$ cat src/command_line_tokenizer_unit_macros.svh
// Assertion helpers for the command line tokenizer
`ifndef COMMAND_LINE_TOKENIZER_UNIT_MACROS_SVH
`define COMMAND_LINE_TOKENIZER_UNIT_MACROS_SVH

// Same-cycle implication, checked out of reset
`define CLT_ASSERT_NOW(lbl, clk, rstn, ante, cons) \
    lbl: assert property (@(posedge clk) disable iff (!(rstn)) (ante) |-> (cons)) \
        else $error("clt: check failed");

// Next-cycle implication, checked out of reset
`define CLT_ASSERT_NEXT(lbl, clk, rstn, ante, cons) \
    lbl: assert property (@(posedge clk) disable iff (!(rstn)) (ante) |=> (cons)) \
        else $error("clt: check failed");

`endif

$ cat src/clt_pkg.sv
package clt_pkg;

    localparam int NAME_BYTES       = 16;
    localparam int FIRST_ARG_BYTES  = 64;
    localparam int SECOND_ARG_BYTES = 128;

    // Field widths of the beats
    localparam int BYTE_W       = 8;
    localparam int FIELD_ID_W   = 2;
    localparam int CHAR_INDEX_W = 7;
    localparam int NAME_LEN_W   = 4;
    localparam int FIRST_LEN_W  = 6;
    localparam int SECOND_LEN_W = 7;

    // Name counter must hold NAME_BYTES itself (too-long mark)
    localparam int NAME_CNT_W   = $clog2(NAME_BYTES + 1);
    localparam int FIRST_CNT_W  = (FIRST_ARG_BYTES > 1) ? $clog2(FIRST_ARG_BYTES) : 1;
    localparam int SECOND_CNT_W = (SECOND_ARG_BYTES > 1) ? $clog2(SECOND_ARG_BYTES) : 1;

    localparam logic [NAME_CNT_W-1:0]   NAME_FULL   = NAME_CNT_W'(NAME_BYTES);
    localparam logic [NAME_CNT_W-1:0]   NAME_LAST   = NAME_CNT_W'(NAME_BYTES - 1);
    localparam logic [FIRST_CNT_W-1:0]  FIRST_LAST  = FIRST_CNT_W'(FIRST_ARG_BYTES - 1);
    localparam logic [SECOND_CNT_W-1:0] SECOND_LAST = SECOND_CNT_W'(SECOND_ARG_BYTES - 1);

    localparam logic [BYTE_W-1:0] QUOTE_CH = 8'h22;
    localparam logic [BYTE_W-1:0] END_CH   = 8'h00;
    localparam logic [BYTE_W-1:0] CASE_GAP = 8'h20;

    localparam logic [FIELD_ID_W-1:0] FIELD_NAME   = 2'd0;
    localparam logic [FIELD_ID_W-1:0] FIELD_FIRST  = 2'd1;
    localparam logic [FIELD_ID_W-1:0] FIELD_SECOND = 2'd2;

    localparam logic STATUS_OK  = 1'b0;
    localparam logic STATUS_ERR = 1'b1;

    typedef struct packed {
        logic                    is_status;
        logic [FIELD_ID_W-1:0]   field_id;
        logic [CHAR_INDEX_W-1:0] char_index;
        logic [BYTE_W-1:0]       char_value;
        logic                    status_code;
        logic [NAME_LEN_W-1:0]   name_length;
        logic [FIRST_LEN_W-1:0]  first_arg_length;
        logic [SECOND_LEN_W-1:0] second_arg_length;
    } t_result;

    function automatic logic is_ws(input logic [BYTE_W-1:0] c);
        return (c == 8'h20) || ((c >= 8'h09) && (c <= 8'h0D));
    endfunction

endpackage

$ cat src/clt_ifs.sv
interface clt_byte_if;
    logic                         valid;
    logic                         ready;
    logic [clt_pkg::BYTE_W-1:0]   in_byte;

    modport source (output valid, output in_byte, input ready);
    modport sink   (input valid, input in_byte, output ready);
endinterface

interface clt_result_if;
    logic                               valid;
    logic                               ready;
    logic                               is_status;
    logic [clt_pkg::FIELD_ID_W-1:0]     field_id;
    logic [clt_pkg::CHAR_INDEX_W-1:0]   char_index;
    logic [clt_pkg::BYTE_W-1:0]         char_value;
    logic                               status_code;
    logic [clt_pkg::NAME_LEN_W-1:0]     name_length;
    logic [clt_pkg::FIRST_LEN_W-1:0]    first_arg_length;
    logic [clt_pkg::SECOND_LEN_W-1:0]   second_arg_length;

    modport source (
        output valid, input ready,
        output is_status, output field_id, output char_index, output char_value,
        output status_code, output name_length, output first_arg_length,
        output second_arg_length
    );
    modport sink (
        input valid, output ready,
        input is_status, input field_id, input char_index, input char_value,
        input status_code, input name_length, input first_arg_length,
        input second_arg_length
    );
endinterface

$ cat src/clt_parse.sv
module clt_parse (
    input  logic                       i_clk,
    input  logic                       i_rst_n,
    input  logic                       i_adv,
    input  logic                       i_in_valid,
    input  logic [clt_pkg::BYTE_W-1:0] i_byte,
    output logic                       o_res_valid,
    output clt_pkg::t_result           o_res
);

    typedef enum logic [2:0] {
        PH_LEAD  = 3'd0,
        PH_NAME  = 3'd1,
        PH_GAP1  = 3'd2,
        PH_QUOTE = 3'd3,
        PH_BARE  = 3'd4,
        PH_GAP2  = 3'd5,
        PH_REST  = 3'd6
    } t_phase;

    t_phase                               r_phase, n_phase;
    logic [clt_pkg::NAME_CNT_W-1:0]       r_name_count, n_name_count;
    logic [clt_pkg::FIRST_CNT_W-1:0]      r_first_count, n_first_count;
    logic [clt_pkg::SECOND_CNT_W-1:0]     r_second_count, n_second_count;
    logic                                 r_res_valid, n_emit;
    clt_pkg::t_result                     r_res, n_res;
    logic                                 c_end, c_ws;
    logic [clt_pkg::BYTE_W-1:0]           c_upper;

    function automatic clt_pkg::t_result char_res(
        input logic [clt_pkg::FIELD_ID_W-1:0]   field,
        input logic [clt_pkg::CHAR_INDEX_W-1:0] idx,
        input logic [clt_pkg::BYTE_W-1:0]       ch
    );
        clt_pkg::t_result r;
        r            = '0;
        r.field_id   = field;
        r.char_index = idx;
        r.char_value = ch;
        return r;
    endfunction

    function automatic clt_pkg::t_result stat_res(
        input logic                             err,
        input logic [clt_pkg::NAME_LEN_W-1:0]   nl,
        input logic [clt_pkg::FIRST_LEN_W-1:0]  a1,
        input logic [clt_pkg::SECOND_LEN_W-1:0] a2
    );
        clt_pkg::t_result r;
        r                   = '0;
        r.is_status         = 1'b1;
        r.status_code       = err;
        r.name_length       = nl;
        r.first_arg_length  = a1;
        r.second_arg_length = a2;
        return r;
    endfunction

    assign c_end   = (i_byte == clt_pkg::END_CH);
    assign c_ws    = clt_pkg::is_ws(i_byte);
    assign c_upper = (i_byte inside {[8'h61:8'h7A]}) ? (i_byte - clt_pkg::CASE_GAP) : i_byte;

    always_comb begin
        n_phase        = r_phase;
        n_name_count   = r_name_count;
        n_first_count  = r_first_count;
        n_second_count = r_second_count;
        n_emit         = 1'b0;
        n_res          = '0;

        if (c_end) begin
            // every phase restarts on the terminator with one status beat
            n_phase        = PH_LEAD;
            n_name_count   = '0;
            n_first_count  = '0;
            n_second_count = '0;
            n_emit         = 1'b1;
            case (r_phase)
                PH_NAME: begin
                    if (r_name_count >= clt_pkg::NAME_FULL) begin
                        n_res = stat_res(clt_pkg::STATUS_ERR, '0, '0, '0);
                    end else begin
                        n_res = stat_res(clt_pkg::STATUS_OK,
                            clt_pkg::NAME_LEN_W'(r_name_count),
                            clt_pkg::FIRST_LEN_W'(r_first_count),
                            clt_pkg::SECOND_LEN_W'(r_second_count));
                    end
                end
                PH_QUOTE: begin
                    n_res = stat_res(clt_pkg::STATUS_ERR,
                        clt_pkg::NAME_LEN_W'(r_name_count), '0, '0);
                end
                PH_GAP1, PH_BARE, PH_GAP2, PH_REST: begin
                    n_res = stat_res(clt_pkg::STATUS_OK,
                        clt_pkg::NAME_LEN_W'(r_name_count),
                        clt_pkg::FIRST_LEN_W'(r_first_count),
                        clt_pkg::SECOND_LEN_W'(r_second_count));
                end
                default: begin
                    n_res = stat_res(clt_pkg::STATUS_ERR, '0, '0, '0);
                end
            endcase
        end else begin
            case (r_phase)
                PH_NAME: begin
                    if (c_ws) begin
                        if (r_name_count < clt_pkg::NAME_FULL) begin
                            n_phase = PH_GAP1;
                        end
                    end else if (r_name_count >= clt_pkg::NAME_LAST) begin
                        n_name_count = clt_pkg::NAME_FULL;
                    end else begin
                        n_emit       = 1'b1;
                        n_res        = char_res(clt_pkg::FIELD_NAME,
                            clt_pkg::CHAR_INDEX_W'(r_name_count), c_upper);
                        n_name_count = r_name_count + 1'b1;
                    end
                end
                PH_GAP1, PH_QUOTE, PH_BARE: begin
                    if (r_phase == PH_GAP1 && c_ws) begin
                        n_phase = PH_GAP1;
                    end else if (r_phase == PH_GAP1 && i_byte == clt_pkg::QUOTE_CH) begin
                        n_phase = PH_QUOTE;
                    end else if (r_phase == PH_QUOTE && i_byte == clt_pkg::QUOTE_CH) begin
                        n_phase = PH_GAP2;
                    end else if (r_phase == PH_BARE && c_ws) begin
                        n_phase = PH_GAP2;
                    end else begin
                        if (r_phase == PH_GAP1) begin
                            n_phase = PH_BARE;
                        end
                        if (r_first_count < clt_pkg::FIRST_LAST) begin
                            n_emit        = 1'b1;
                            n_res         = char_res(clt_pkg::FIELD_FIRST,
                                clt_pkg::CHAR_INDEX_W'(r_first_count), i_byte);
                            n_first_count = r_first_count + 1'b1;
                        end
                    end
                end
                PH_GAP2, PH_REST: begin
                    if (!(r_phase == PH_GAP2 && c_ws)) begin
                        n_phase = PH_REST;
                        if (r_second_count < clt_pkg::SECOND_LAST) begin
                            n_emit         = 1'b1;
                            n_res          = char_res(clt_pkg::FIELD_SECOND,
                                clt_pkg::CHAR_INDEX_W'(r_second_count), i_byte);
                            n_second_count = r_second_count + 1'b1;
                        end
                    end
                end
                default: begin
                    // leading whitespace, also any stray phase code
                    if (c_ws) begin
                        n_phase = PH_LEAD;
                    end else begin
                        n_phase        = PH_NAME;
                        n_first_count  = '0;
                        n_second_count = '0;
                        n_emit         = 1'b1;
                        n_res          = char_res(clt_pkg::FIELD_NAME, '0, c_upper);
                        n_name_count   = clt_pkg::NAME_CNT_W'(1);
                    end
                end
            endcase
        end
    end

    always_ff @(posedge i_clk) begin
        if (i_adv) begin
            r_res <= n_res;
        end
        if (!i_rst_n) begin
            r_phase        <= PH_LEAD;
            r_name_count   <= '0;
            r_first_count  <= '0;
            r_second_count <= '0;
            r_res_valid    <= 1'b0;
        end else if (i_adv) begin
            r_res_valid <= i_in_valid && n_emit;
            if (i_in_valid) begin
                r_phase        <= n_phase;
                r_name_count   <= n_name_count;
                r_first_count  <= n_first_count;
                r_second_count <= n_second_count;
            end
        end
    end

    assign o_res_valid = r_res_valid;
    assign o_res       = r_res;

endmodule

$ cat src/command_line_tokenizer_unit.sv
// Command line tokenizer.
// i_in (valid/ready) takes one line byte per beat; byte 0 ends the line.
// o_out (valid/ready) gives zero or one beat per input byte: a character
// beat (field_id 0 name upper-cased, 1 arg1, 2 arg2, with its char_index)
// or, on the terminator, a status beat with ok/error and the three lengths.
// Separating whitespace, arg1's quotes and bytes past capacity give no beat.
// A byte passes the input register, then the result register, before its
// beat is offered on o_out.
// Throughput: one byte per cycle while o_out does not stall; the per-byte
// phase update is a single level of decode between the two registers.
// Reset (synchronous, active low) returns the parser to the leading
// whitespace phase with all counts cleared and drops any held beat.
// When o_out stalls the result register holds, the input register keeps
// one further byte, and i_in.ready falls until the result is taken.
`include "command_line_tokenizer_unit_macros.svh"

module command_line_tokenizer_unit (
    input  logic          i_clk,
    input  logic          i_rst_n,
    clt_byte_if.sink      i_in,
    clt_result_if.source  o_out
);

    logic                       r_in_valid;
    logic [clt_pkg::BYTE_W-1:0] r_in_byte;
    logic                       res_valid;
    logic                       adv;
    clt_pkg::t_result           res;

    // result slot is free or being drained this cycle
    assign adv        = !res_valid || o_out.ready;
    assign i_in.ready = !r_in_valid || adv;

    always_ff @(posedge i_clk) begin
        if (i_in.ready) begin
            r_in_byte <= i_in.in_byte;
        end
        if (!i_rst_n) begin
            r_in_valid <= 1'b0;
        end else if (i_in.ready) begin
            r_in_valid <= i_in.valid;
        end
    end

    clt_parse u_parse (
        .i_clk       (i_clk),
        .i_rst_n     (i_rst_n),
        .i_adv       (adv),
        .i_in_valid  (r_in_valid),
        .i_byte      (r_in_byte),
        .o_res_valid (res_valid),
        .o_res       (res)
    );

    assign o_out.valid             = res_valid;
    assign o_out.is_status         = res.is_status;
    assign o_out.field_id          = res.field_id;
    assign o_out.char_index        = res.char_index;
    assign o_out.char_value        = res.char_value;
    assign o_out.status_code       = res.status_code;
    assign o_out.name_length       = res.name_length;
    assign o_out.first_arg_length  = res.first_arg_length;
    assign o_out.second_arg_length = res.second_arg_length;

    `CLT_ASSERT_NOW(a_status_no_char, i_clk, i_rst_n, res_valid && res.is_status, res.field_id == '0 && res.char_index == '0 && res.char_value == '0)
    `CLT_ASSERT_NOW(a_char_no_status, i_clk, i_rst_n, res_valid && !res.is_status, res.field_id != 2'd3 && res.status_code == clt_pkg::STATUS_OK && res.name_length == '0)
    `CLT_ASSERT_NOW(a_name_index, i_clk, i_rst_n, res_valid && !res.is_status && res.field_id == clt_pkg::FIELD_NAME, int'(res.char_index) < clt_pkg::NAME_BYTES - 1)
    `CLT_ASSERT_NEXT(a_in_hold, i_clk, i_rst_n, r_in_valid && !adv, r_in_valid && $stable(r_in_byte))

endmodule

$ cat src/flat_wrapper.sv
// flat-port wrapper written by rule: the top's interface ports become plain ports
module command_line_tokenizer_unit_flat 
  (i_clk, i_rst_n, i_in_valid, i_in_in_byte, i_in_ready, o_out_valid, o_out_ready, o_out_is_status, o_out_field_id, o_out_char_index, o_out_char_value, o_out_status_code, o_out_name_length, o_out_first_arg_length, o_out_second_arg_length);
  clt_byte_if i_in_i ();
  clt_result_if o_out_i ();
  input  logic i_clk;
  input  logic i_rst_n;
  input wire logic [$bits(i_in_i.valid)-1:0] i_in_valid;
  input wire logic [$bits(i_in_i.in_byte)-1:0] i_in_in_byte;
  output wire logic [$bits(i_in_i.ready)-1:0] i_in_ready;
  output wire logic [$bits(o_out_i.valid)-1:0] o_out_valid;
  input wire logic [$bits(o_out_i.ready)-1:0] o_out_ready;
  output wire logic [$bits(o_out_i.is_status)-1:0] o_out_is_status;
  output wire logic [$bits(o_out_i.field_id)-1:0] o_out_field_id;
  output wire logic [$bits(o_out_i.char_index)-1:0] o_out_char_index;
  output wire logic [$bits(o_out_i.char_value)-1:0] o_out_char_value;
  output wire logic [$bits(o_out_i.status_code)-1:0] o_out_status_code;
  output wire logic [$bits(o_out_i.name_length)-1:0] o_out_name_length;
  output wire logic [$bits(o_out_i.first_arg_length)-1:0] o_out_first_arg_length;
  output wire logic [$bits(o_out_i.second_arg_length)-1:0] o_out_second_arg_length;
  assign i_in_i.valid = i_in_valid;
  assign i_in_i.in_byte = i_in_in_byte;
  assign i_in_ready = i_in_i.ready;
  assign o_out_valid = o_out_i.valid;
  assign o_out_i.ready = o_out_ready;
  assign o_out_is_status = o_out_i.is_status;
  assign o_out_field_id = o_out_i.field_id;
  assign o_out_char_index = o_out_i.char_index;
  assign o_out_char_value = o_out_i.char_value;
  assign o_out_status_code = o_out_i.status_code;
  assign o_out_name_length = o_out_i.name_length;
  assign o_out_first_arg_length = o_out_i.first_arg_length;
  assign o_out_second_arg_length = o_out_i.second_arg_length;
  command_line_tokenizer_unit u_core (.i_clk(i_clk), .i_rst_n(i_rst_n), .i_in(i_in_i), .o_out(o_out_i));
endmodule
$ cat config.mk
export PLATFORM = sky130hd
export DESIGN_NAME = command_line_tokenizer_unit_flat
export DESIGN_NICKNAME = d
export VERILOG_FILES = /design/src/clt_pkg.sv /design/src/clt_ifs.sv /design/src/clt_parse.sv /design/src/command_line_tokenizer_unit.sv /design/src/flat_wrapper.sv
export VERILOG_INCLUDE_DIRS = /design/src /design/src/src
export SDC_FILE = /design/constraint.sdc
export NUM_CORES = 1
export LEC_CHECK = 0
export ABC_AREA = 0
export BUFFER_PORTS_ARGS = -buffer_cell sky130_fd_sc_hd__buf_2
export CORE_AREA = 2 2 86 88
export DETAILED_ROUTE_END_ITERATION = 8
export DIE_AREA = 0 0 88 90
export GPL_TIMING_DRIVEN = 0
export PLACE_DENSITY_LB_ADDON = 0.15
export SLEW_MARGIN = 15
export SYNTH_ARGS = -nofsm -noshare
export SYNTH_HDL_FRONTEND = slang
export SYNTH_HIERARCHICAL = 1
export SYNTH_SLANG_ARGS = --single-unit
export TNS_END_PERCENT = 10
$ cat constraint.sdc
create_clock -name i_clk -period 3.55 [get_ports i_clk]
set_input_delay 0.71 -clock i_clk [delete_from_list [all_inputs] [get_ports i_clk]]
set_output_delay 0.71 -clock i_clk [all_outputs]
set_load 0.01 [all_outputs]
After elaboration in Yosys (flattened, before gate mapping). Cells that the tools add are included. W data, S select, Z words.

Reductions and logical operators: 24. Bitwise logic cells: 0. $add $sub $neg: 4. $lt $le $gt $ge: 9. Multipliers: 0. Shifts and indexed selects: 0. Divide/modulo/power cells: 0. Mux-type cells: 56. Equal/unequal tests: 24.

Operators with widths (count): $pmux W36 S3 (2); $mux W34 (5); $mux W35 (2); $mux W31 (2); $mux W6 (7); $mux W36 (1); $mux W7 (4); $mux W3 (9); $ne A3 B3 Y1 const B (9); $mux W26 (1); $mux W5 (4); $mux W18 (1); $eq A8 B6 Y1 const B (2); $pmux W7 S2 (1); $mux W1 (12); $pmux W6 S2 (1); $reduce_and A6 Y1 (2); $pmux W5 S2 (1); $eq A3 B3 Y1 const B (3); $pmux W3 S3 (1); $reduce_and A9 Y1 (1); $ge A8 B4 Y1 const B (1); $ge A8 B7 Y1 const B (1); $le A8 B4 Y1 const B (1); 27 further kinds (43).

Latch bits: 0. Memory bits (writable): 0. Output and inout bits: 38. Memories kept: 0. Register bits: 67. ROM bits: 0.

Depth between registers and ports, before layout. Gate-level depths: netlist of the first run.

Word-level depth: 11. Mapped depth: 10.

Cells and area by module. Netlist of the first run, hierarchy kept.

Modules (own cells, without submodules): clt_parse (times used 1, area an instance 3124.2 sq um, seq. area each 1521.5 sq um, cells each 322); command_line_tokenizer_unit (times used 1, area an instance 297.8 sq um, seq. area each 260.2 sq um, cells each 13).

Worst setup path after synthesis of the first run. No wires, ideal clock.

Path kind: input-to-reg. From: input port o_out_ready. To: register u_core/u_parse/r_first_count[4] in the netlist's numbering. Library setup time: 0.069 ns. Buffers on the path: 1. Cell stages on the path: 6. Arrival time: 3.032 ns. Setup slack: 0.449 ns. Cells stage by stage: nand2b_1 > nand2_1 > or3_1 > buf_2 > or3_4 > o21ai_1.

Longest elaborated chain between the ends: 2.

RTL lines: start, declared (line flat_wrapper.sv:12) `input wire logic [$bits(o_out_i.ready)-1:0] o_out_ready;`; $logic_or A1 B1 Y1 (line command_line_tokenizer_unit.sv:31) `assign adv = !res_valid || o_out.ready;`; $reduce_and A9 Y1 (no source line); end signal, assigned (line clt_parse.sv:183) `r_first_count <= n_first_count;`; end, declared (line clt_parse.sv:23) `logic [clt_pkg::FIRST_CNT_W-1:0] r_first_count, n_first_count;`.

Every way passes these cells. A chain may end at the register's enable or synchronous reset.

Final worst setup path of the first run.
From: register u_core.u_parse.r_phase[2]. To: register u_core.u_parse.r_res (netlist bit u_core/u_parse/o_res[24]), data pin.

Longest elaborated chain between the ends: 8.

RTL lines: start, declared (line clt_parse.sv:21) `t_phase r_phase, n_phase;`; start signal, assigned (line clt_parse.sv:181) `r_phase <= n_phase;`; $eq A3 B3 Y1 (line clt_parse.sv:78, clt_parse.sv:104, clt_parse.sv:126); $logic_and A1 B1 Y1 (line clt_parse.sv:126) `end else if (r_phase == PH_BARE && c_ws) begin`; $mux W34 (line clt_parse.sv:126); $mux W34 (line clt_parse.sv:124) `end else if (r_phase == PH_QUOTE && i_byte == clt_pkg::QUOTE_CH) begin`; $mux W34 (line clt_parse.sv:122) `end else if (r_phase == PH_GAP1 && i_byte == clt_pkg::QUOTE_CH) begin`; $mux W34 (line clt_parse.sv:120) `if (r_phase == PH_GAP1 && c_ws) begin`; $pmux W36 S3 * (line clt_parse.sv:104) `case (r_phase)`; $mux W36 * (line clt_parse.sv:71) `if (c_end) begin`; end signal, assigned (line clt_parse.sv:170) `r_res <= n_res;`; end, declared (line clt_parse.sv:26) `clt_pkg::t_result r_res, n_res;`.

Every way passes the cells marked *; elsewhere a longest branch is shown, timed or not.

==> results of run 1 <==
==> routing by layer <==
| layer | vias up | track usage | wire length, microns |
|---|---|---|---|
| li1 | 1377 | - | - |
| met1 | 1299 | 0.2922 | 3590 |
| met2 | 126 | 0.3277 | 3704 |
| met3 | 13 | 0.05510 | 563 |
| met4 | 0 | 0.07564 | 114 |
| met5 | - | 0 | 0 |
==> worst register-to-register path: cells and delay by family, from the launching register on <==
family | cells | cell delay, ps
flip-flops | 1 | 430
adder cells (fa/ha/maj) | 1 | 220
AO/OA/AOI/OAI | 2 | 340
AND/OR/NAND/NOR | 3 | 1020
buffers and inverters | 3 | 850
==> Yosys cell counts, drive strengths merged, types with 3 or more instances <==
master	n
nor2	22
dfxtp	23
a21boi	3
a31oi	7
nand3	14
nand2b	6
or3	7
o22ai	5
nor3	10
o21ai	16
a21o	3
nand2	29
clkbuf	10
edfxtp	44
nand3b	5
and2	20
and3	8
nor2b	12
or3b	3
o211ai	4
inv	9
a22oi	4
ha	8
o311ai	3
o31ai	3
a21oi	18
==> stage by stage <==
| step | std cells | TNS, ps | hold WS, ps | utilization | setup WS, ps |
|---|---|---|---|---|---|
| 2_1_floorplan | 335 | 0 | 458.9 | - | 449.0 |
| 3_3_place_gp | 483 | -4628 | 472.6 | 0.5400 | -423.1 |
| 3_5_place_dp | 484 | 0 | 482.1 | 0.5443 | 655.7 |
| 4_1_cts | 500 | 0 | 491.8 | 0.5767 | 609.0 |
| 5_1_grt | 500 | 0 | 519.3 | 0.5767 | 337.1 |
| 6_report | 500 | 0 | 495.2 | 0.5767 | 538.1 |
==> worst min path at each step <==
stage                                     end  slack (ps)
3_3_place_gp   u_core/u_parse/r_name_count[4]         470
3_5_place_dp   u_core/u_parse/r_name_count[4]         480
6_report       u_core/u_parse/r_name_count[4]         500
2_1_floorplan  u_core/u_parse/r_name_count[4]         460
5_1_grt        u_core/u_parse/r_name_count[4]         520
4_1_cts        u_core/u_parse/r_name_count[4]         490
==> sequential cells by signal (all words and copies together) (netlist names) <==
name / flops
u_core/r_in_valid: 1
u_core/u_parse/r_phase: 3
u_core/u_parse/r_second_count: 7
u_core/u_parse/o_res_valid: 1
u_core/u_parse/r_name_count: 5
u_core/u_parse/r_first_count: 6
u_core/r_in_byte: 8
u_core/u_parse/o_res: 36
==> area by class of cell <==
type | instances | area share
Clock buffer | 12 | 0.03832
Tap cell | 99 | 0.03059
Buffer | 12 | 0.01329
Multi-Input combinational cell | 246 | 0.3801
Timing Repair Buffer | 50 | 0.06737
Sequential cell | 67 | 0.4401
Inverter | 10 | 0.01236
Clock inverter | 4 | 0.01792
==> kinds of logic (layout without fill, tap and decap cells) <==
group,count (synthesis),in the layout,synth area share
and+or+nand+nor,152,152,0.2486
AOI/OAI and AO/OA,83,83,0.1627
buffers and inverters,22,88,0.03035
adders and majority gates,8,8,0.02925
muxes,1,1,0.003290
DFF,67,67,0.5207
xor gates and xnor gates,2,2,0.005120
==> power groups by stage <==
stage	sequential (uW)	combinational, uW	clock [uW]
floorplan	911	84.8	0
global placement	899	152	0
detailed placement	900	157	0
CTS	883	158	732
global route	887	176	768
finish	883	159	719
==> flow_summary_export.csv, run 1 <==
group,metric,value,unit
status,outcome,"finished, final reports clean",
pwr,power.total,1760,uW
pwr,p_leak,0.001708,uW
critical_path,worstPathRequired,3740,ps
cts,worstSkewPairLatency,340,ps
logic_synthesis,synth_ff_type,"edfxtp_1",
routing,via_per_inst,5.630,
final_layout,layout_commonest_cell,"buf_2",
cts,cts_tree,"yes",
critical_path,r2r-start,"u_core/u_parse/r_phase[2]",
die,die_x,88,microns
sta,relSlewSlack,0.3055,
routing,vias,2815,
cts,post_cts_buffers,0,
routing,drc,0,
logic_synthesis,syn_nets,355,
sta,fin_crit,3012,ps
pwr,internal-power,1356,uW
logic_synthesis,yosysTopAreaCellShare,0.3861,
sta,rsz0062_at_grt,"no",
logic_synthesis,synth_edf_count,44,
routing,drtIter0Drc,207,
sta,skew,7.227,ps
logic_synthesis,synth_cell_type_count,62,
die,ioPinCount,50,
pwr,seq_power_share,0.501,
final_layout,syn_to_final_growth,18.32,%
pwr,pwr-share-clk,0.408,
global_routing,gr-total-overflow,0,
logic_synthesis,synth.area.top_cells,"edfxtp_1, dfxtp_1, and2_1",
routing,drt-total-wl,7.973,mm
routing,dr.pass1.iters,5,
critical_path,critPathMaxStageDelay,540,ps
critical_path,r2r_cells,9,
pwr,ir_drop,0.0001988,V
final_layout,nFillCells,625,
cts,h-tree-depth,3,
min_path,hold_start,"u_core/u_parse/r_name_count[4]",
global_routing,grt_antenna_before_repair,0,
critical_path,slowest_stage,"nor3_1",
final_layout,diodes,0,
pwr,p_sw,404.5,uW
cts,cts_sinks,67,
critical_path,path_max_fanout,10,
cts,cts_buffers,9,
logic_synthesis,yosysTopAreaCell,"edfxtp_1",
cts,cts_resized,0,
sta,finalMaxSlewViolations,0,
routing,ant_nets,0,
global_routing,grt_pass1_wl,13.14,mm
critical_path,worstReg2RegEnd,"u_core/u_parse/o_res[24]",
logic_synthesis,synthArstFlopShare,0,
sta,fmax,332.0,MHz
cts,cts.hold.buffers_added,0,
flow_run,drv_cap,0,
cts,cts_buffer_depth,2,
cts,clk_pin_slew,70,ps
min_path,hp-class,"register to register",
final_layout,drive_gt1_frac,0.1920,
pwr,swShare,0.2297,
place,hpwl,5.578,mm
critical_path,cp-start-kind,"register",
logic_synthesis,syn-instance-count,335,
logic_synthesis,avgSynthCellArea,10.22,sq um
sta,worst-slew-pin-transition,1027,ps
sta,finalCritPeriodShare,0.8484,
critical_path,cp.arrival,3210,ps
die,die_area,0.007920,sq mm
die,core-area,0.007020,sq mm
critical_path,rrSetupSlack,540,ps
routing,wire_per_inst,15.95,microns
critical_path,crit_start,"u_core/u_parse/r_phase[2]",
global_routing,grt_util_all_layers,0.2141,
critical_path,cp.depth,9,
critical_path,critPathBufInv,3,
final_layout,fin_nets,416,
final_layout,multi_input_area,0.001539,sq mm
logic_synthesis,yosysWarnings,6,
cts,ctsRootBufferMaster,"clkbuf_8",
final_layout,mostFrequentLayoutCells,"buf_2, edfxtp_1, nand2_1",
global_routing,grt_start_max_net_pins,22,
critical_path,crit_path_end,"u_core/u_parse/o_res[24]",
die,num_rows,31,
die,start_util,0.4874,
critical_path,crit_chain,"clkbuf_1 > inv_1 > ha_1 > clkbuf_1 > nor3_1 > nor2_1 > nor3_1 > o21ai_0 > a21oi_1",
sta,hold_viol_final,0,
pwr,p_per_area,434.8,mW/mm^2
global_routing,grt_pass1_vias,2638,
critical_path,worstSetupPathType,"register to register",
critical_path,cp_top_family,"simple AND/OR/NAND/NOR gates",
pwr,p_comb_frac,0.090,
logic_synthesis,netlist_area,0.003422,sq mm
sta,setup_viol_count_final,0,
logic_synthesis,yosysSeqAreaShare,0.5207,
critical_path,endpoint_kind,"register",
place,numPortBuffers,49,
final_layout,finish.instance_area,0.004049,sq mm
min_path,hold_path_depth,2,
place,placed_area,0.003821,sq mm
logic_synthesis,ys_seq_elements,67,
die,die_h,90,microns
final_layout,final-seq-area,0.001782,sq mm
place,place.gp.congestion,0.8774,
Note: power is estimated with default switching activity, not from simulation.
==> inputs of run 2 (changes only) <==
clock period = 2.73 ns   (was 3.55 ns; I/O delays follow)
==> run 2 against run 1 <==
  * Total power is 35% higher
  * Highest routed layer unchanged
  * Via count up 2.4%
  * Critical endpoint is now u_core/u_parse/r_first_count[2]
  * Die area unchanged
==> flow_summary_export.csv, run 2 (same netlist as run 1, synthesis figures left out) <==
group,metric,value,unit
pwr,p_comb_frac,0.090,
cts,h-tree-depth,3,
flow_run,drv_cap,0,
global_routing,grt_util_all_layers,0.2109,
pwr,pwr-share-clk,0.426,
critical_path,cp.arrival,2930,ps
critical_path,endpoint_kind,"register",
die,num_rows,31,
cts,cts_buffers,9,
critical_path,slowest_stage,"or4_4",
sta,worst-slew-pin-transition,730.6,ps
pwr,p_leak,0.001756,uW
final_layout,multi_input_area,0.001605,sq mm
cts,cts_sinks,67,
sta,rsz0062_at_grt,"yes",
cts,worstSkewPairLatency,350,ps
routing,drc,0,
place,hpwl,5.506,mm
final_layout,largest_register_ffs,36,
critical_path,path_max_fanout,8,
global_routing,grt_start_max_net_pins,40,
die,die_h,90,microns
die,start_util,0.4874,
global_routing,gr-total-overflow,0,
routing,drtIter0Drc,171,
die,die_area,0.007920,sq mm
cts,cts_tree,"yes",
final_layout,fin_nets,419,
routing,vias,2882,
sta,finalCritPeriodShare,0.9728,
final_layout,syn_to_final_growth,21.21,%
final_layout,diodes,0,
final_layout,final-seq-area,0.001783,sq mm
min_path,hp-class,"input pin to register",
pwr,ir_drop,0.0002958,V
sta,fmax,376.5,MHz
routing,drt-total-wl,8.049,mm
routing,wire_per_inst,16.00,microns
die,ioPinCount,50,
sta,fin_crit,2656,ps
die,core-area,0.007020,sq mm
final_layout,drive_gt1_frac,0.2327,
pwr,internal-power,1837,uW
place,place_inst,483,
critical_path,cp-start-kind,"register",
routing,dr.pass1.iters,5,
critical_path,crit_chain,"or4_4 > or2_1 > buf_6 > clkinv_8 > a21oi_2 > or3_1 > buf_2 > or3_4 > o21ai_1",
place,numPortBuffers,49,
pwr,seq_power_share,0.484,
sta,setup_viol_count_final,0,
final_layout,fin_util,0.5908,
critical_path,worstPathRequired,3010,ps
place,place.gp.congestion,0.8886,
sta,skew,9.408,ps
sta,relSlewSlack,0.5117,
sta,hold_viol_final,0,
routing,ant_nets,0,
cts,cts_buffer_depth,2,
global_routing,grt_pass1_vias,2673,
critical_path,worstSetupPathType,"register to register",
global_routing,grt_pass1_wl,13.05,mm
critical_path,critPathMaxStageDelay,590,ps
pwr,swShare,0.2261,
final_layout,fin_cells,503,
pwr,power.total,2373,uW
die,die_x,88,microns
cts,ctsRootBufferMaster,"clkbuf_8",
final_layout,layout_commonest_cell,"buf_2",
pwr,p_per_area,572.2,mW/mm^2
final_layout,nFillCells,613,
sta,tns,0,ps
final_layout,mostFrequentLayoutCells,"buf_2, edfxtp_1, nand2_1",
sta,finalMaxSlewViolations,0,
status,outcome,"finished, final reports clean",
routing,via_per_inst,5.730,
global_routing,grt_antenna_before_repair,0,
cts,cts.hold.buffers_added,0,
pwr,p_sw,536.7,uW
cts,clk_pin_slew,70,ps
==> run 2: cell types whose count changed in the layout (fill, tap and decap cells not counted), sizes merged <==
cell,previous run,this run
buf,52,55
clkbuf,22,20
clkinv,2,4
bufinv,2,3
clkinvlp,1,0
==> run 2: through the flow <==
step,instance area (sq um),hold WS [ps],setup slack [ps]
after global placement,3794,475.6,-293.3
after CTS,4070,359.1,82.34
after global routing,4148,357.8,-43.24
after detailed placement,3794,486.5,-330.5
final,4148,372.9,74.20
after floorplan,3425,458.9,282.1
==> run 2: power groups by stage <==
| stage | clock network [uW] | logic (uW) | registers [uW] |
|---|---|---|---|
| 6_report | 1010 | 215 | 1150 |
| 5_1_grt | 1080 | 237 | 1150 |
| 4_1_cts | 1030 | 203 | 1150 |
| 3_5_place_dp | 0 | 200 | 1170 |
| 3_3_place_gp | 0 | 198 | 1170 |
| 2_1_floorplan | 0 | 110 | 1180 |
==> run 2: metal layers <==
layer	GRT usage	part of all wire	wire [microns]
met1	0.2941	0.45	3626
met2	0.3163	0.47	3788
met3	0.04316	0.055	444
met4	0.08974	0.024	190
met5	0	0	0
==> run 2: cell type report <==
cell class	count	share of cell area
Multi-Input combinational cell	246	0.3870
Clock inverter	6	0.02715
Timing Repair Buffer	53	0.06636
Clock buffer	10	0.03318
Tap cell	99	0.02986
Inverter	10	0.01207
Sequential cell	67	0.4299
Buffer	12	0.01448
==> run 2: worst paths after layout <==
path / endpoint / from / cells past startpoint / slack [ps]
worst max register to register: u_core/u_parse/r_first_count[2] / u_core/r_in_byte[1] / 9 / 70
worst min-delay path: u_core/r_in_byte[2] / i_in_in_byte[2] / 1 / 370
worst min register to register: u_core/u_parse/r_name_count[4] / u_core/u_parse/r_name_count[4] / 2 / 500
worst max-delay path: u_core/u_parse/r_first_count[2] / u_core/r_in_byte[1] / 9 / 70
==> run 2: worst max-delay path: cells and delay by family, from the launching register on <==
family	cells	cell delay [ps]
AOI/OAI and AO/OA	2	170
and+or+nand+nor	4	1550
DFF	1	490
buffers and inverters	3	380
==> run 2: timing repair <==
action                                  4_1_cts  5_1_grt
cloned                                        0        0
endpoints found under the setup margin       27       20
pin swaps                                     0        1
resized for setup                             7       12
buffers inserted                              0        4
==> inputs of run 3 (changes only) <==
CORE_AREA = 2 2 77 98   (was 2 2 86 88)
DIE_AREA = 0 0 79 100   (was 0 0 88 90)
==> run 3 against run 2 <==
  * Sequential share of layout area rose by 0.45 points
  * Sequential cell count did not move
  * Critical path depth fell by 1
  * Critical path type unchanged
  * Sequential power barely moved
  * Global-route usage rose by 0.31 points
  * Register-to-register slack got worse by 30 ps
  * Worst hold slack improved by 0.94 ps
  * Cell area fell by 1.0%
==> flow_summary_export.csv, run 3 (same netlist as run 1, synthesis figures left out) <==
group,metric,value,unit
sta,setup_viol_count_final,0,
critical_path,path_max_fanout,8,
die,ioPinCount,50,
critical_path,worstSetupPathType,"register to register",
cts,h-tree-depth,3,
critical_path,endpoint_kind,"register",
final_layout,mostFrequentLayoutCells,"buf_2, edfxtp_1, nand2_1",
sta,skew,11.79,ps
sta,finalCritPeriodShare,0.9840,
die,die_area,0.007900,sq mm
die,die_x,79,microns
status,outcome,"finished, final reports clean",
pwr,ir_drop,0.0003417,V
die,num_rows,35,
sta,setup_ws,43.77,ps
critical_path,cp.arrival,2960,ps
routing,drtIter0Drc,181,
cts,clk_pin_slew,70,ps
cts,cts_buffers,9,
critical_path,r2r_cells,8,
global_routing,gr-total-overflow,0,
final_layout,nFillCells,660,
sta,rsz0062_at_grt,"no",
global_routing,grt_antenna_before_repair,0,
final_layout,fin_nets,417,
sta,fin_worst_hold_slack,373.9,ps
cts,ctsRootBufferMaster,"clkbuf_8",
global_routing,grt_util_all_layers,0.2141,
pwr,p_per_area,551.3,mW/mm^2
final_layout,final-seq-area,0.001783,sq mm
routing,drc,0,
final_layout,layout_commonest_cell,"buf_2",
critical_path,cp-start-kind,"register",
cts,cts.hold.buffers_added,0,
die,core-area,0.007094,sq mm
final_layout,drive_gt1_frac,0.2289,
final_layout,diodes,0,
final_layout,multi_input_area,0.001618,sq mm
sta,relSlewSlack,0.5531,
flow_run,drv_cap,0,
sta,worst-slew-pin-transition,662.0,ps
min_path,hold_path_depth,1,
routing,wire_per_inst,16.30,microns
routing,dr.pass1.iters,4,
routing,ant_nets,0,
cts,cts_sinks,67,
cts,worstSkewPairLatency,350,ps
global_routing,grt_pass1_wl,12.99,mm
critical_path,worstReg2RegEnd,"u_core/u_parse/r_second_count[3]",
pwr,p_leak,0.001736,uW
critical_path,r2r-start,"u_core/r_in_byte[3]",
die,start_util,0.4824,
final_layout,largest_register_ffs,36,
global_routing,grt_start_max_net_pins,40,
place,hpwl,5.663,mm
die,die_h,100,microns
routing,drt-total-wl,8.052,mm
cts,cts_tree,"yes",
place,place.gp.congestion,0.9510,
routing,vias,2827,
place,numPortBuffers,49,
critical_path,worstPathRequired,3000,ps
cts,cts_buffer_depth,2,
sta,fin_crit,2686,ps
sta,fmax,372.3,MHz
routing,via_per_inst,5.723,
sta,hold_viol_final,0,
critical_path,crit_start,"u_core/r_in_byte[3]",
critical_path,crit_path_end,"u_core/u_parse/r_second_count[3]",
global_routing,grt_pass1_vias,2628,
place,dp_slack,-319.1,ps
min_path,hp-class,"input pin to register",
sta,finalMaxSlewViolations,0,
final_layout,syn_to_final_growth,19.96,%
critical_path,rrSetupSlack,40,ps
run 3: timing repair:
item	in CTS	in global routing
pin swaps	0	2
setup endpoints to repair	30	26
setup buffers	0	2
gates resized for setup	6	17
run 3: through the flow:
| stage | TNS, ps | power, uW | utilization | cells | cell area [sq um] |
|---|---|---|---|---|---|
| floorplan | 0 | 1295 | - | 335 | 3425 |
| global placement | -5878 | 1369 | 0.5335 | 476 | 3785 |
| detailed placement | -5909 | 1370 | 0.5335 | 476 | 3785 |
| CTS | 0 | 2276 | 0.5672 | 492 | 4024 |
| global route | 0 | 2354 | 0.5787 | 494 | 4105 |
| finish | 0 | 2263 | 0.5787 | 494 | 4105 |
run 3: worst min-delay path by stage:
stage	start	endpoint	slack, ps
after floorplan	u_core/u_parse/r_name_count[4]	u_core/u_parse/r_name_count[4]	460
after global routing	i_in_in_byte[0]	u_core/r_in_byte[0]	350
after detailed placement	u_core/u_parse/r_name_count[4]	u_core/u_parse/r_name_count[4]	490
final	i_in_in_byte[4]	u_core/r_in_byte[4]	370
after global placement	u_core/u_parse/r_name_count[4]	u_core/u_parse/r_name_count[4]	470
after CTS	i_in_in_byte[5]	u_core/r_in_byte[5]	350
run 3: area by class of cell:
class | count | area share
Buffer | 12 | 0.01493
Clock buffer | 10 | 0.03109
Clock inverter | 6 | 0.02194
Inverter | 10 | 0.01219
Multi-Input combinational cell | 246 | 0.3941
Sequential cell | 67 | 0.4343
Tap cell | 92 | 0.02804
Timing Repair Buffer | 51 | 0.06340
run 3: routing by layer:
layer  part of all wire  routed length (microns)  global-route usage  vias up
li1                   -                        -                   -     1381
met1               0.42                     3363              0.2575     1343
met2               0.50                     4064              0.3566       82
met3              0.044                      355             0.04676       21
met4              0.033                      267              0.1154        0
met5                  0                        0                   0        -
run 3: power breakdown:
part           internal (uW)  leakage, uW  switching [uW]
Sequential              1120     0.000695            26.4
Clock                    516     0.000106             387
Combinational           78.9     0.000934             133
run 3: worst max-delay path, stage by stage (launching register included):
cell	delay [ps]
edfxtp_1	480
or4_4	610
or2_1	240
buf_6	150
a21oi_1	200
nand4_1	210
buf_4	200
or3b_1	370
a21oi_1	140
